File: config.mk
export PLATFORM = sky130hd
export DESIGN_NAME = char_stream_tokenizer
export DESIGN_NICKNAME = d
export VERILOG_FILES = /design/src/design/cst_pkg.sv /design/src/design/char_stream_tokenizer.sv /design/src/design/cst_front.sv /design/src/design/cst_queue.sv /design/src/design/cst_back.sv
export VERILOG_INCLUDE_DIRS = /design/src /design/src/design
export SDC_FILE = /design/constraint.sdc
export NUM_CORES = 1
export LEC_CHECK = 0
export BUFFER_PORTS_ARGS = -buffer_cell sky130_fd_sc_hd__buf_2
export CAP_MARGIN = 40
export CORE_UTILIZATION = 30
export CTS_CLUSTER_SIZE = 12
export DETAILED_ROUTE_END_ITERATION = 10
export RECOVER_POWER = 50
export SYNTH_ARGS = -nofsm -noshare
export SYNTH_HDL_FRONTEND = slang
export SYNTH_SLANG_ARGS = --single-unit
File: constraint.sdc
create_clock -name i_clk -period 5.1 [get_ports i_clk]
set_input_delay 1.02 -clock i_clk [delete_from_list [all_inputs] [get_ports i_clk]]
set_output_delay 1.02 -clock i_clk [all_outputs]
set_load 0.03 [all_outputs]
File: src/design/char_stream_tokenizer_macros.svh
// ----------------------------------------------------------------------------
// char_stream_tokenizer assertion macros
// Shorthand for clocked, reset-gated concurrent checks.
// ----------------------------------------------------------------------------
`ifndef CHAR_STREAM_TOKENIZER_MACROS_SVH
`define CHAR_STREAM_TOKENIZER_MACROS_SVH

// same-cycle implication
`define CST_ASSERT_NOW(label, clk, rst_n, ante, cons) \
    label: assert property (@(posedge clk) disable iff (!rst_n) (ante) |-> (cons)) \
        else $error("tokenizer check failed");

// next-cycle implication
`define CST_ASSERT_NEXT(label, clk, rst_n, ante, cons) \
    label: assert property (@(posedge clk) disable iff (!rst_n) (ante) |=> (cons)) \
        else $error("tokenizer check failed");

`endif

File: src/design/cst_pkg.sv
// ----------------------------------------------------------------------------
// cst_pkg
// Types, token codes and character classes shared by the tokenizer.
// ----------------------------------------------------------------------------
`default_nettype none

package cst_pkg;

    localparam int PUNCT_COUNT = 32;
    localparam int MINUS_INDEX = 12;
    localparam int KIND_W      = 6;
    localparam int LEN_W       = 16;
    localparam int QDEPTH      = 4;
    localparam int QPTR_W      = $clog2(QDEPTH);
    localparam int QCNT_W      = $clog2(QDEPTH + 1);

    localparam longint MAX_TOKEN_LENGTH = 65535;

    typedef logic [KIND_W-1:0] t_kind;
    typedef logic [LEN_W-1:0]  t_len;

    localparam t_len LEN_CAP = (MAX_TOKEN_LENGTH < 65535) ?
                               t_len'(MAX_TOKEN_LENGTH) : 16'hFFFF;

    localparam t_kind KIND_END        = 6'd0;
    localparam t_kind KIND_SPACE      = 6'd1;
    localparam t_kind KIND_NUMBER     = 6'd2;
    localparam t_kind KIND_TEXT       = 6'd3;
    localparam t_kind KIND_PUNCT_BASE = 6'd4;
    localparam t_kind KIND_MINUS      = KIND_PUNCT_BASE + KIND_W'(MINUS_INDEX);

    localparam logic [7:0] CH_NUL    = 8'h00;
    localparam logic [7:0] CH_MINUS  = 8'h2D;
    localparam logic [7:0] CH_PERIOD = 8'h2E;
    localparam logic [7:0] CH_ZERO   = 8'h30;
    localparam logic [7:0] CH_NINE   = 8'h39;
    localparam logic [7:0] CH_SPACE  = 8'h20;
    localparam logic [7:0] CH_LF     = 8'h0A;
    localparam logic [7:0] CH_CR     = 8'h0D;
    localparam logic [7:0] CH_TAB    = 8'h09;

    // ` ~ ! @ # $ % ^ & * ( ) - _ = + [ { ] } ; : ' " \ | , < . > / ?
    localparam logic [7:0] PUNCT_BYTES [PUNCT_COUNT] = '{
        8'h60, 8'h7E, 8'h21, 8'h40, 8'h23, 8'h24, 8'h25, 8'h5E,
        8'h26, 8'h2A, 8'h28, 8'h29, 8'h2D, 8'h5F, 8'h3D, 8'h2B,
        8'h5B, 8'h7B, 8'h5D, 8'h7D, 8'h3B, 8'h3A, 8'h27, 8'h22,
        8'h5C, 8'h7C, 8'h2C, 8'h3C, 8'h2E, 8'h3E, 8'h2F, 8'h3F
    };

    typedef enum logic [2:0] {
        MODE_IDLE   = 3'd0,
        MODE_SPACE  = 3'd1,
        MODE_NUMBER = 3'd2,
        MODE_TEXT   = 3'd3,
        MODE_MINUS  = 3'd4
    } t_mode;

    typedef struct packed {
        logic hit;
        t_kind kind;
    } t_punct;

    // one queue entry: the results caused by one input item
    typedef struct packed {
        logic  two;
        t_kind kind0;
        t_len  len0;
        t_kind kind1;
        t_len  len1;
    } t_entry;

    function automatic logic is_space(input logic [7:0] c);
        return c inside {CH_SPACE, CH_LF, CH_CR, CH_TAB};
    endfunction

    function automatic logic is_digit(input logic [7:0] c);
        return c inside {[CH_ZERO:CH_NINE]};
    endfunction

    function automatic t_len grow(input t_len len);
        return (len < LEN_CAP) ? len + t_len'(1) : LEN_CAP;
    endfunction

    function automatic t_punct punct_lookup(input logic [7:0] c);
        t_punct r;
        r.hit  = 1'b0;
        r.kind = KIND_TEXT;
        for (int i = 0; i < PUNCT_COUNT; i++) begin
            if (!r.hit && PUNCT_BYTES[i] == c) begin
                r.hit  = 1'b1;
                r.kind = KIND_PUNCT_BASE + KIND_W'(i);
            end
        end
        return r;
    endfunction

endpackage

`default_nettype wire

File: src/design/char_stream_tokenizer.sv
// ----------------------------------------------------------------------------
// char_stream_tokenizer
// Splits a byte stream into whitespace, number, text, punctuation and end
// tokens, each reported with its kind and length.
// ----------------------------------------------------------------------------
//  channel   direction  handshake              payload
//  input     in         i_valid / o_ready      i_character
//  result    out        o_valid / i_ready      o_token_kind, o_token_length,
//                                              o_last_of_run
//  config    in         i_cfg_we               i_cfg_wdata
//
//  One byte per cycle is accepted; the front classifies it in the accept cycle.
//  Results leave the back's output register one per cycle while i_ready is
//  high, so a byte that closes a token and emits another yields two results.
//  A four-entry queue sits between front and back; o_ready drops when it fills.
//  Reset (synchronous, active low) empties the queue and returns to idle.
// ----------------------------------------------------------------------------
`default_nettype none

`include "char_stream_tokenizer_macros.svh"

module char_stream_tokenizer (
    input  logic        i_clk,
    input  logic        i_rst_n,
    input  logic        i_cfg_we,
    input  logic        i_cfg_wdata,
    input  logic        i_valid,
    output logic        o_ready,
    input  logic [7:0]  i_character,
    output logic        o_valid,
    input  logic        i_ready,
    output logic [5:0]  o_token_kind,
    output logic [15:0] o_token_length,
    output logic        o_last_of_run
);
    import cst_pkg::*;

    logic   push;
    logic   pop;
    logic   full;
    logic   empty;
    t_entry push_entry;
    t_entry head_entry;

    cst_front u_front (
        .i_clk       (i_clk),
        .i_rst_n     (i_rst_n),
        .i_cfg_we    (i_cfg_we),
        .i_cfg_wdata (i_cfg_wdata),
        .i_valid     (i_valid),
        .i_character (i_character),
        .i_full      (full),
        .o_ready     (o_ready),
        .o_push      (push),
        .o_entry     (push_entry)
    );

    cst_queue u_queue (
        .i_clk   (i_clk),
        .i_rst_n (i_rst_n),
        .i_push  (push),
        .i_entry (push_entry),
        .i_pop   (pop),
        .o_entry (head_entry),
        .o_full  (full),
        .o_empty (empty)
    );

    cst_back u_back (
        .i_clk          (i_clk),
        .i_rst_n        (i_rst_n),
        .i_entry        (head_entry),
        .i_empty        (empty),
        .o_pop          (pop),
        .i_ready        (i_ready),
        .o_valid        (o_valid),
        .o_token_kind   (o_token_kind),
        .o_token_length (o_token_length),
        .o_last_of_run  (o_last_of_run)
    );

    `CST_ASSERT_NOW(a_no_overflow, i_clk, i_rst_n, push, !full)
    `CST_ASSERT_NOW(a_no_underflow, i_clk, i_rst_n, pop, !empty)
    `CST_ASSERT_NOW(a_end_len, i_clk, i_rst_n, o_valid && o_token_kind == KIND_END,
        o_token_length == '0 && o_last_of_run)
    `CST_ASSERT_NOW(a_punct_len, i_clk, i_rst_n, o_valid && o_token_kind >= KIND_PUNCT_BASE,
        o_token_length == t_len'(1))

endmodule

`default_nettype wire

File: src/design/cst_front.sv
// ----------------------------------------------------------------------------
// cst_front
// Accepts bytes, tracks the open token and builds the results of each byte.
// ----------------------------------------------------------------------------
`default_nettype none

module cst_front (
    input  logic            i_clk,
    input  logic            i_rst_n,
    input  logic            i_cfg_we,
    input  logic            i_cfg_wdata,
    input  logic            i_valid,
    input  logic [7:0]      i_character,
    input  logic            i_full,
    output logic            o_ready,
    output logic            o_push,
    output cst_pkg::t_entry o_entry
);
    import cst_pkg::*;

    t_mode  r_mode, n_mode;
    t_len   r_len, n_len;
    logic   r_skip_ws;

    logic   accept;
    logic   close_keep;
    t_kind  close_kind;
    t_len   close_len;
    logic   do_begin;
    logic   beg_emit;
    t_kind  beg_kind;
    t_len   beg_len;
    t_mode  beg_mode;
    t_len   beg_run;
    logic   beg_out;
    t_punct punct;

    assign o_ready = !i_full;
    assign accept  = i_valid && !i_full;
    assign punct   = punct_lookup(i_character);

    always_ff @(posedge i_clk) begin
        if (!i_rst_n) begin
            r_mode    <= MODE_IDLE;
            r_len     <= '0;
            r_skip_ws <= 1'b0;
        end else begin
            if (accept) begin
                r_mode <= n_mode;
                r_len  <= n_len;
            end
            if (i_cfg_we) begin
                r_skip_ws <= i_cfg_wdata;
            end
        end
    end

    // start of a new token
    always_comb begin
        beg_emit = 1'b0;
        beg_kind = KIND_END;
        beg_len  = '0;
        beg_mode = MODE_IDLE;
        beg_run  = '0;
        if (i_character == CH_NUL) begin
            beg_emit = 1'b1;
        end else if (is_space(i_character)) begin
            beg_mode = MODE_SPACE;
            beg_run  = t_len'(1);
        end else if (is_digit(i_character)) begin
            beg_mode = MODE_NUMBER;
            beg_run  = t_len'(1);
        end else if (i_character == CH_MINUS) begin
            beg_mode = MODE_MINUS;
            beg_run  = t_len'(1);
        end else if (punct.hit) begin
            beg_emit = 1'b1;
            beg_kind = punct.kind;
            beg_len  = t_len'(1);
        end else begin
            beg_mode = MODE_TEXT;
            beg_run  = t_len'(1);
        end
    end

    always_comb begin
        n_mode     = r_mode;
        n_len      = r_len;
        close_keep = 1'b0;
        close_kind = KIND_END;
        close_len  = r_len;
        do_begin   = 1'b0;
        case (r_mode)
            MODE_SPACE: begin
                if (is_space(i_character)) begin
                    n_len = grow(r_len);
                end else begin
                    close_keep = !r_skip_ws;
                    close_kind = KIND_SPACE;
                    do_begin   = 1'b1;
                end
            end
            MODE_NUMBER: begin
                if (is_digit(i_character) || i_character == CH_PERIOD) begin
                    n_len = grow(r_len);
                end else begin
                    close_keep = 1'b1;
                    close_kind = KIND_NUMBER;
                    do_begin   = 1'b1;
                end
            end
            MODE_TEXT: begin
                if (i_character != CH_NUL && !is_space(i_character)) begin
                    n_len = grow(r_len);
                end else begin
                    close_keep = 1'b1;
                    close_kind = KIND_TEXT;
                    do_begin   = 1'b1;
                end
            end
            MODE_MINUS: begin
                if (is_digit(i_character)) begin
                    n_mode = MODE_NUMBER;
                    n_len  = grow(t_len'(1));
                end else begin
                    close_keep = 1'b1;
                    close_kind = KIND_MINUS;
                    close_len  = t_len'(1);
                    do_begin   = 1'b1;
                end
            end
            default: begin
                do_begin = 1'b1;
            end
        endcase
        if (do_begin) begin
            n_mode = beg_mode;
            n_len  = beg_run;
        end
    end

    assign beg_out = do_begin && beg_emit;
    assign o_push  = accept && (close_keep || beg_out);

    always_comb begin
        o_entry.two   = close_keep && beg_out;
        o_entry.kind0 = close_keep ? close_kind : beg_kind;
        o_entry.len0  = close_keep ? close_len : beg_len;
        o_entry.kind1 = beg_kind;
        o_entry.len1  = beg_len;
    end

endmodule

`default_nettype wire

File: src/design/cst_queue.sv
// ----------------------------------------------------------------------------
// cst_queue
// Short FIFO of result entries between the front and the back.
// ----------------------------------------------------------------------------
`default_nettype none

module cst_queue (
    input  logic            i_clk,
    input  logic            i_rst_n,
    input  logic            i_push,
    input  cst_pkg::t_entry i_entry,
    input  logic            i_pop,
    output cst_pkg::t_entry o_entry,
    output logic            o_full,
    output logic            o_empty
);
    import cst_pkg::*;

    t_entry              r_mem [QDEPTH];
    logic [QPTR_W-1:0]   r_wr_ptr;
    logic [QPTR_W-1:0]   r_rd_ptr;
    logic [QCNT_W-1:0]   r_count;

    assign o_full  = (r_count == QCNT_W'(QDEPTH));
    assign o_empty = (r_count == '0);
    assign o_entry = r_mem[r_rd_ptr];

    always_ff @(posedge i_clk) begin
        if (i_push) begin
            r_mem[r_wr_ptr] <= i_entry;
        end
    end

    always_ff @(posedge i_clk) begin
        if (!i_rst_n) begin
            r_wr_ptr <= '0;
            r_rd_ptr <= '0;
            r_count  <= '0;
        end else begin
            if (i_push) begin
                r_wr_ptr <= r_wr_ptr + QPTR_W'(1);
            end
            if (i_pop) begin
                r_rd_ptr <= r_rd_ptr + QPTR_W'(1);
            end
            if (i_push && !i_pop) begin
                r_count <= r_count + QCNT_W'(1);
            end else if (i_pop && !i_push) begin
                r_count <= r_count - QCNT_W'(1);
            end
        end
    end

endmodule

`default_nettype wire

File: src/design/cst_back.sv
// ----------------------------------------------------------------------------
// cst_back
// Pops queue entries and delivers their results one at a time.
// ----------------------------------------------------------------------------
`default_nettype none

module cst_back (
    input  logic                  i_clk,
    input  logic                  i_rst_n,
    input  cst_pkg::t_entry       i_entry,
    input  logic                  i_empty,
    output logic                  o_pop,
    input  logic                  i_ready,
    output logic                  o_valid,
    output cst_pkg::t_kind        o_token_kind,
    output cst_pkg::t_len         o_token_length,
    output logic                  o_last_of_run
);
    import cst_pkg::*;

    logic  r_valid;
    logic  r_pend;
    t_kind r_kind;
    t_len  r_len;
    logic  r_last;
    t_kind r_pend_kind;
    t_len  r_pend_len;
    logic  load;

    assign load  = !r_valid || i_ready;
    assign o_pop = load && !r_pend && !i_empty;

    always_ff @(posedge i_clk) begin
        if (!i_rst_n) begin
            r_valid <= 1'b0;
            r_pend  <= 1'b0;
        end else if (load) begin
            if (r_pend) begin
                r_valid <= 1'b1;
                r_pend  <= 1'b0;
            end else begin
                r_valid <= !i_empty;
                r_pend  <= !i_empty && i_entry.two;
            end
        end
    end

    always_ff @(posedge i_clk) begin
        if (load) begin
            if (r_pend) begin
                r_kind <= r_pend_kind;
                r_len  <= r_pend_len;
                r_last <= 1'b1;
            end else begin
                r_kind      <= i_entry.kind0;
                r_len       <= i_entry.len0;
                r_last      <= !i_entry.two;
                r_pend_kind <= i_entry.kind1;
                r_pend_len  <= i_entry.len1;
            end
        end
    end

    assign o_valid        = r_valid;
    assign o_token_kind   = r_kind;
    assign o_token_length = r_len;
    assign o_last_of_run  = r_last;

endmodule

`default_nettype wire

* Word level (Yosys, flattened, before mapping)
Memories as Yosys holds them, arrays and structs flattened. A register that Yosys moved wholly into a read port is not among the register bits.
Index checks and enable logic that the tools add are counted.
** Word-level totals
- Flip-flop bits (word level) :: 74
- Bits in writable memories :: 180
- Input bits :: 14
- Output and inout bits :: 25
- Logic and storage cells :: 259
- Memories :: 1
** Cells by class
- Add/sub/neg operators :: 5
- $lt $le $gt $ge :: 3
- Equal/unequal tests :: 47
- Mux-type cells :: 93
- Bitwise gates (word level) :: 1
- Reduce and logical (&&, ||, !) cells :: 96
** Memories
- u_queue.r_mem :: words 4, bits a word 45, read ports 1, clocked after memory_dff 1, wr ports 1, line cst_queue.sv:19 : t_entry r_mem [QDEPTH];
** Operators with widths (count)
- $mux W16 :: 18
- $mux W7 :: 32
- $eq A6 B8 Y1 const A :: 21
- $eq A7 B8 Y1 const A :: 11
- $pmux W16 S4 :: 1
- $logic_and A1 B1 Y1 :: 42
- $mux W6 :: 7
- $logic_not A1 Y1 :: 40
- $mux W3 :: 9
- $eq A8 B4 Y1 const B :: 3
- $eq A8 B6 Y1 const B :: 3
- $pmux W6 S4 :: 1
- $mux W1 :: 17
- $add A16 B1 Y16 const B :: 1
- $lt A16 B16 Y1 const B :: 1
- $ne A3 B1 Y1 const B :: 4
- $mux W2 :: 5
- $ge A8 B6 Y1 const B :: 1
- $le A8 B6 Y1 const B :: 1
- $logic_not A8 Y1 :: 1
- $pmux W1 S4 :: 2
- $reduce_bool A8 Y1 :: 1
- $eq A3 B2 Y1 const B :: 2
- $eq A3 B3 Y1 const B :: 2
- 14 further kinds :: 19

* Logic depth before layout (Yosys ltp)
Gate-level depths: netlist (run 1).
- Word-level depth :: 107
- Mapped depth :: 14
- Mapped depth without buffers :: 12

* Modules after synthesis
A second synthesis (run 1) with hierarchy kept.
** Second synthesis, totals
- Cells, all modules :: 682
- Area total of the unflattened synthesis :: 11064.4 um^2
** By module, submodules not included
- cst_queue :: instances 1, cells each 278, area each 6999.2 um^2, sequential area each 5585.4 um^2
- cst_front :: instances 1, cells each 322, area each 2253.4 um^2, sequential area each 400.4 um^2
- cst_back :: instances 1, cells each 82, area each 1811.7 um^2, sequential area each 1391.3 um^2

* Worst setup path before layout (run 1)
No wires, ideal clock.
- Kind :: input-to-reg
- Start :: in i_character[0]
- End :: reg u_queue.r_count[2]
- Data arrival time :: 3.941 ns
- Required time :: 5.024 ns
- Slack :: 1.084 ns
- Stages on the path :: 12
- Cells stage by stage :: or4_4 a2111o_1 o41a_1 and2_1 buf_2 a31oi_4 ha_1 inv_1 fa_1 xor2_1 or3_1 a21boi_0
** On the way
- Longest elaborated chain between the ends :: 106
- Elaborated cells on any way between the ends :: 161
- Those cells by class :: order compare: 2; eq/ne: 38; mux: 45; reduce/logical: 76
** RTL lines
- start: declaration :: line char_stream_tokenizer.sv:29 : input logic [7:0] i_character,
- $eq A7 B8 Y1 :: line cst_pkg.sv:89 : if (!r.hit && PUNCT_BYTES[i] == c) begin
- $mux W7 :: line cst_pkg.sv:89
- $logic_not A1 Y1 :: line cst_pkg.sv:89
- $logic_and A1 B1 Y1 :: line cst_pkg.sv:89
- $mux W7 :: line cst_pkg.sv:89
- $logic_not A1 Y1 :: line cst_pkg.sv:89
- $logic_and A1 B1 Y1 :: line cst_pkg.sv:89
- $mux W7 :: line cst_pkg.sv:89
- [... 91 more ...]
- $mux W1 :: line cst_front.sv:65 : if (i_character == CH_NUL) begin
- $logic_and A1 B1 Y1 :: line cst_front.sv:142 : assign beg_out = do_begin && beg_emit;
- $logic_or A1 B1 Y1 (*) :: line cst_front.sv:143 : assign o_push = accept && (close_keep || beg_out);
- $logic_and A1 B1 Y1 (*) :: line cst_front.sv:143
- net push :: line char_stream_tokenizer.sv:38 : logic push;
- $logic_not A1 Y1 :: line cst_queue.sv:48 : end else if (i_pop && !i_push) begin
- $logic_and A1 B1 Y1 :: line cst_queue.sv:48
- $reduce_bool A2 Y1 (no line)
- end signal: assignment :: line cst_queue.sv:47 : r_count <= r_count + QCNT_W'(1);
- end signal: assignment :: line cst_queue.sv:49 : r_count <= r_count - QCNT_W'(1);
- end: declaration :: line cst_queue.sv:22 : logic [QCNT_W-1:0] r_count;
Mark *: on every way through the listed nets, which the timed path passes. The rest lies on a longest branch.
A chain may end at the register's enable or synchronous reset.

* Worst setup path after layout (run 1)
- Start :: in i_character[2]
- End :: reg u_queue.r_count[2]
Same word-level chain as after synthesis.

==> results of run 1 <==
## worst max-delay path: stages
cell,delay (ns)
clkbuf_1,0.75
nor3b_1,0.14
o211ai_1,0.35
a21oi_1,0.13
o41a_1,0.43
and2_1,0.29
a31oi_4,0.28
ha_1,0.23
inv_1,0.07
fa_1,0.43
xor2_1,0.18
or3_1,0.30
a21boi_0,0.15
## final timing paths
check / end / startpoint
max: u_queue.r_count[2] / i_character[2]
min: u_queue.r_wr_ptr[0] / u_queue.r_wr_ptr[0]
max reg2reg: u_back.o_token_kind[2] / register
min reg2reg: u_queue.r_wr_ptr[0] / u_queue.r_wr_ptr[0]
## stage by stage
stage               hold slack, ns  setup slack [ns]    util  std cells  instance area [µm²]
floorplan                   0.4667             1.084       -        565                 8107
global placement            0.4885            0.6937  0.3276        914                 8608
detailed placement          0.4959            0.5630  0.3286        915                 8636
CTS                         0.5057             1.030  0.3486        947                 9163
global route                0.5420            0.4142  0.3457        947                 9086
finish                      0.5015            0.7010  0.3457        947                 9086
## cells in the mapped netlist (all sizes together) (6+ instances only)
library cell	n	area share
nor2b	25	0.020
a21oi	17	0.012
o21ai	28	0.017
clkbuf	15	0.0069
mux2	7	0.0097
mux4	30	0.083
mux2i	7	0.0086
or3	7	0.0054
nand3	13	0.0080
nor2	17	0.0082
and2	30	0.023
ha	6	0.0093
nand2b	9	0.0069
edfxtp	150	0.56
nand3b	6	0.0056
buf	17	0.015
dfxtp	31	0.077
nor3	13	0.0080
inv	14	0.0065
nand2	34	0.016
## routing by layer
metal,track usage,part of all wire,vias to the layer above
met2,0.1851,0.44,113
met4,0.04428,0.018,0
met1,0.1609,0.49,2271
met5,0,0,-
met3,0.02979,0.048,21
li1,-,-,2234
## state kept, by name (all words and copies together), names as in the netlist, named ones only
| signal | cells |
|---|---|
| u_queue.r_rd_ptr | 2 |
| u_front.r_len | 16 |
| u_back.r_pend_len | 1 |
| u_back.o_token_length | 16 |
| u_queue.r_count | 3 |
| u_queue.r_mem | 120 |
| u_back.o_last_of_run | 1 |
| u_queue.r_wr_ptr | 2 |
| u_back.o_valid | 1 |
| u_front.r_skip_ws | 1 |
| u_back.r_pend_kind | 6 |
| u_front.r_mode | 3 |
| u_back.o_token_kind | 6 |
| u_back.r_pend | 1 |
## cells in the final DEF, fill, tap and decap left out, types with 7 or more instances in the layout
master,count
a21oi_1,16
and2_0,9
and2_1,21
buf_2,11
clkbuf_1,32
clkbuf_16,17
dfxtp_1,30
edfxtp_1,150
inv_1,14
mux2_2,7
mux2i_1,7
mux4_2,30
nand2_1,33
nand2b_1,9
nand3_1,13
nor2_1,16
nor2b_1,24
nor3_1,13
o21ai_0,27
or3_1,7
## cell type report
cell class                      count  area, µm²
Fill cell                        2541      17190
Sequential cell                   181       5126
Multi-Input combinational cell    338       2733
Clock buffer                       21      450.4
Tap cell                          335      419.2
Timing Repair Buffer               47      229.0
Clock inverter                     11      76.32
Inverter                           14      52.55
## cells by family after synthesis
group	Yosys count	share of synthesized area
AND/OR/NAND/NOR	186	0.1346
flip-flops	181	0.6322
AO/OA/AOI/OAI	96	0.08551
buffers and inverters	46	0.02886
multiplexers	44	0.1017
adder cells (fa/ha/maj)	7	0.01173
XOR/XNOR	5	0.005403
## power groups by stage
stage               clock network (mW)  registers, mW  logic, mW
finish                            1.17           1.95       1.01
global route                      1.26           1.97       1.10
CTS                               1.21           1.95       1.06
detailed placement                   0           1.98       1.06
global placement                     0           1.98       1.04
floorplan                            0           2.17      0.587
==> results.sh, run 1 <==
export IMPL_status="finished with violations"
export IMPL_violations="DRC, capacitance limit, slew limit"
export IMPL_ys_ff_latch=181
export IMPL_grt_total_usage=0.1192
export IMPL_grt_max_degree=31
export IMPL_rrSetupSlack_ns=1.73
export IMPL_synth_warnings=0
export IMPL_power_internal_mw=2.884
export IMPL_clockRootBuffer="clkbuf_16"
export IMPL_layout_drive_gt1_share=0.1618
export IMPL_tritoncts="done"
export IMPL_seq_power_share=0.472
export IMPL_globalplace_congestion=0.8168
export IMPL_p_sw_mw=1.244
export IMPL_reg2reg_depth=3
export IMPL_cts_buffer_depth=2
export IMPL_p_per_area_nw_per_um2=454.2
export IMPL_dieArea_um2=27680
export IMPL_synthArstFlopShare=0
export IMPL_grt_ovfl_total=0
export IMPL_slew_violations=31
export IMPL_postCtsHoldBufs=0
export IMPL_syn_to_final_growth_pct=12.09
export IMPL_drt_total_wl_mm=15.69
export IMPL_drc=6
export IMPL_die_h_um=166.4
export IMPL_cts_buffers=17
export IMPL_clkPwrFrac=0.284
export IMPL_coreArea_um2=26280
export IMPL_antennaDiodeCount=0
export IMPL_power_mw=4.127
export IMPL_hold_depth=2
export IMPL_postCtsSetupBuffers=0
export IMPL_hold_violations=0
export IMPL_path_max_fanout=25
export IMPL_synth_cells=565
export IMPL_htreeDepth=4
export IMPL_synth_edf_count=150
export IMPL_fmax_mhz=227.3
export IMPL_drt_iter0_markers=253
export IMPL_max_slew_margin=-0.7197
export IMPL_drt_wirelength_per_cell_um=16.56
export IMPL_crit_type="in -> reg"
export IMPL_clock_latency_ns=0.43
export IMPL_die_x_um=166.4
export IMPL_io_pin_count=39
export IMPL_grt_pass1_wl_mm=25.70
export IMPL_hpwl_mm=10.27
export IMPL_synth_ff_type="edfxtp_1"
export IMPL_placementRows=59
export IMPL_io_buffers=38
export IMPL_worstPathRequired_ns=5.45
export IMPL_numClockSinks=181
export IMPL_grt_pass1_vias=4752
export IMPL_drt_pass1_iter_count=7
export IMPL_leakage_nw=2.985
export IMPL_cts_repair_resized=0
export IMPL_floorplan_initialDensity=0.3085
export IMPL_post_route_min_period_ns=4.399
export IMPL_setup_tns_ns=0
export IMPL_skew_ns=0.01316
export IMPL_num_vias=4639
export IMPL_ys_seq_area_frac=0.6322
export IMPL_avgSynthCellArea_um2=14.35
export IMPL_power_frac_comb=0.244
export IMPL_synth_nets=586
export IMPL_grt_setup_unrepaired="false"
export IMPL_synth_cell_types=79
export IMPL_endpoint_kind="register"
export IMPL_irDropWorstVdd_mv=0.2737
export IMPL_vias_per_cell=4.899
export IMPL_cp_data_arrival_time_ns=4.75
export IMPL_min_period_over_period=0.8626
export IMPL_nets=620
export IMPL_drv_cap=1
export IMPL_start_kind="primary input"
export IMPL_ant_nets=0
export IMPL_clk_pin_slew_ns=0.07
export IMPL_worstMarginPinSlew_ns=2.580
export IMPL_synth_area_um2=8107
export IMPL_hp_class="reg -> reg"
export IMPL_switching_share=0.3013
export IMPL_setup_viol=0
export IMPL_antenna_found_initial=0
Note: power is estimated with default switching activity, not from simulation.
==> run 2, diff against run 1 <==
- HOLD_SLACK_MARGIN: unset -> 0.15
- clock period: 5.1 -> 4.8 ns (I/O delays scaled with it)
==> run 2 against run 1 <==
Compared with the run above: largest cell class unchanged; the run still ends with DRC, capacitance limit, slew limit left; cell area grew 1.2%; critical path type unchanged; die area is the same; sequential power grew 7%; combinational power grew 4%.
==> results.sh, run 2 (synthesis gave the netlist of run 1 again) <==
export IMPL_status="finished with violations"
export IMPL_violations="DRC, capacitance limit, slew limit"
export IMPL_num_vias=4738
export IMPL_grt_max_degree=31
export IMPL_reg2reg_depth=6
export IMPL_postCtsSetupBuffers=0
export IMPL_hpwl_mm=10.68
export IMPL_skew_ns=0.01066
export IMPL_setup_viol=0
export IMPL_cts_buffers=17
export IMPL_antennaDiodeCount=0
export IMPL_tritoncts="done"
export IMPL_clockRootBuffer="clkbuf_16"
export IMPL_p_per_area_nw_per_um2=498.3
export IMPL_coreArea_um2=26280
export IMPL_vias_per_cell=4.987
export IMPL_cp_data_arrival_time_ns=4.25
export IMPL_largest_register_ffs=120
export IMPL_floorplan_initialDensity=0.3085
export IMPL_hp_class="reg -> reg"
export IMPL_fmax_mhz=237.8
export IMPL_min_period_over_period=0.8760
export IMPL_grtUsageMet2=0.1836
export IMPL_grt_pass1_vias=4709
export IMPL_globalplace_congestion=0.8652
export IMPL_start_kind="primary input"
export IMPL_regMostFlops="u_queue.r_mem"
export IMPL_endpoint_kind="register"
export IMPL_clk_pin_slew_ns=0.06
export IMPL_irDropWorstVdd_mv=0.2728
export IMPL_numClockSinks=181
export IMPL_grt_total_usage=0.1221
export IMPL_die_x_um=166.4
export IMPL_htreeDepth=4
export IMPL_cts_repair_resized=0
export IMPL_clock_latency_ns=0.43
export IMPL_postCtsHoldBufs=0
export IMPL_leakage_nw=3.022
export IMPL_drt_iter0_markers=221
export IMPL_drt_pass1_iter_count=7
export IMPL_layout_drive_gt1_share=0.1561
export IMPL_placementRows=59
export IMPL_drt_wirelength_per_cell_um=17.02
export IMPL_final_util=0.3498
export IMPL_grt_setup_unrepaired="false"
export IMPL_post_route_min_period_ns=4.205
export IMPL_final_common_cell="edfxtp_1"
export IMPL_grt_use_met3=0.02693
export IMPL_final_cell_mix="150 x edfxtp_1, 34 x nand2_1, 32 x clkbuf_1, 31 x dfxtp_1, 30 x mux4_2"
export IMPL_final_area_um2=9194
export IMPL_drt_total_wl_mm=16.17
export IMPL_hold_depth=1
export IMPL_path_max_fanout=20
export IMPL_setup_tns_ns=0
export IMPL_worstMarginPinSlew_ns=1.569
export IMPL_nets=623
export IMPL_grt_use_met1=0.1688
export IMPL_drv_cap=1
export IMPL_max_slew_margin=-0.04632
export IMPL_dieArea_um2=27680
export IMPL_top_usage_layer="met2"
export IMPL_cts_buffer_depth=2
export IMPL_io_buffers=38
export IMPL_grt_ovfl_total=0
export IMPL_syn_to_final_growth_pct=13.41
export IMPL_worstPathRequired_ns=4.85
export IMPL_grt_pass1_wl_mm=26.05
export IMPL_io_pin_count=39
export IMPL_ant_nets=0
export IMPL_crit_type="in -> reg"
export IMPL_placed_area_um2=8683
export IMPL_antenna_found_initial=0
export IMPL_die_h_um=166.4
export IMPL_slew_violations=19
export IMPL_hold_violations=0
export IMPL_drc=6
run 2: power by group:
group	internal, mW	switching [mW]
Sequential	1.99	0.0944
Clock	0.869	0.577
Combinational	0.392	0.661
run 2: final timing paths:
path,endpoint,startpoint,slack (ns)
worst max-delay path,u_queue.r_mem[3][22],i_character[1],0.60
worst min-delay path,u_front.r_len[4],u_front.r_len[4],0.51
worst max register to register,u_queue.r_mem[3][22],u_front.r_mode[1],1.43
worst min register to register,u_front.r_len[4],u_front.r_len[4],0.51
run 2: metal layers:
layer,up-vias,wire (µm)
li1,2244,-
met1,2335,7837
met2,128,7214
met3,31,709
met4,0,405
met5,-,0
run 2: critical path: stages:
cell and delay (ns):
buf_2 0.21, or4_1 0.64, a2111o_1 0.50, o41a_1 0.16
and2_0 0.31, a21oi_1 1.04, a22oi_1 0.41
run 2: stage by stage:
stage,total power [mW],instances,setup slack [ns],hold slack [ns]
after detailed placement,3.241,918,0.3988,0.4918
after floorplan,2.928,565,0.8438,0.4667
after global routing,4.795,950,0.3352,0.5468
after CTS,4.684,950,0.8377,0.5148
after global placement,3.215,917,0.4714,0.4945
final,4.581,950,0.5954,0.5122
run 2: area by class of cell:
cell class	count	area, µm²
inverter	14	52.55
sequential	181	5125
clock buffer	23	478.0
clock inverter	9	142.6
timing repair buffer	50	276.5
fill	2551	17090
tap	335	419.2
multi-input combinational	338	2700
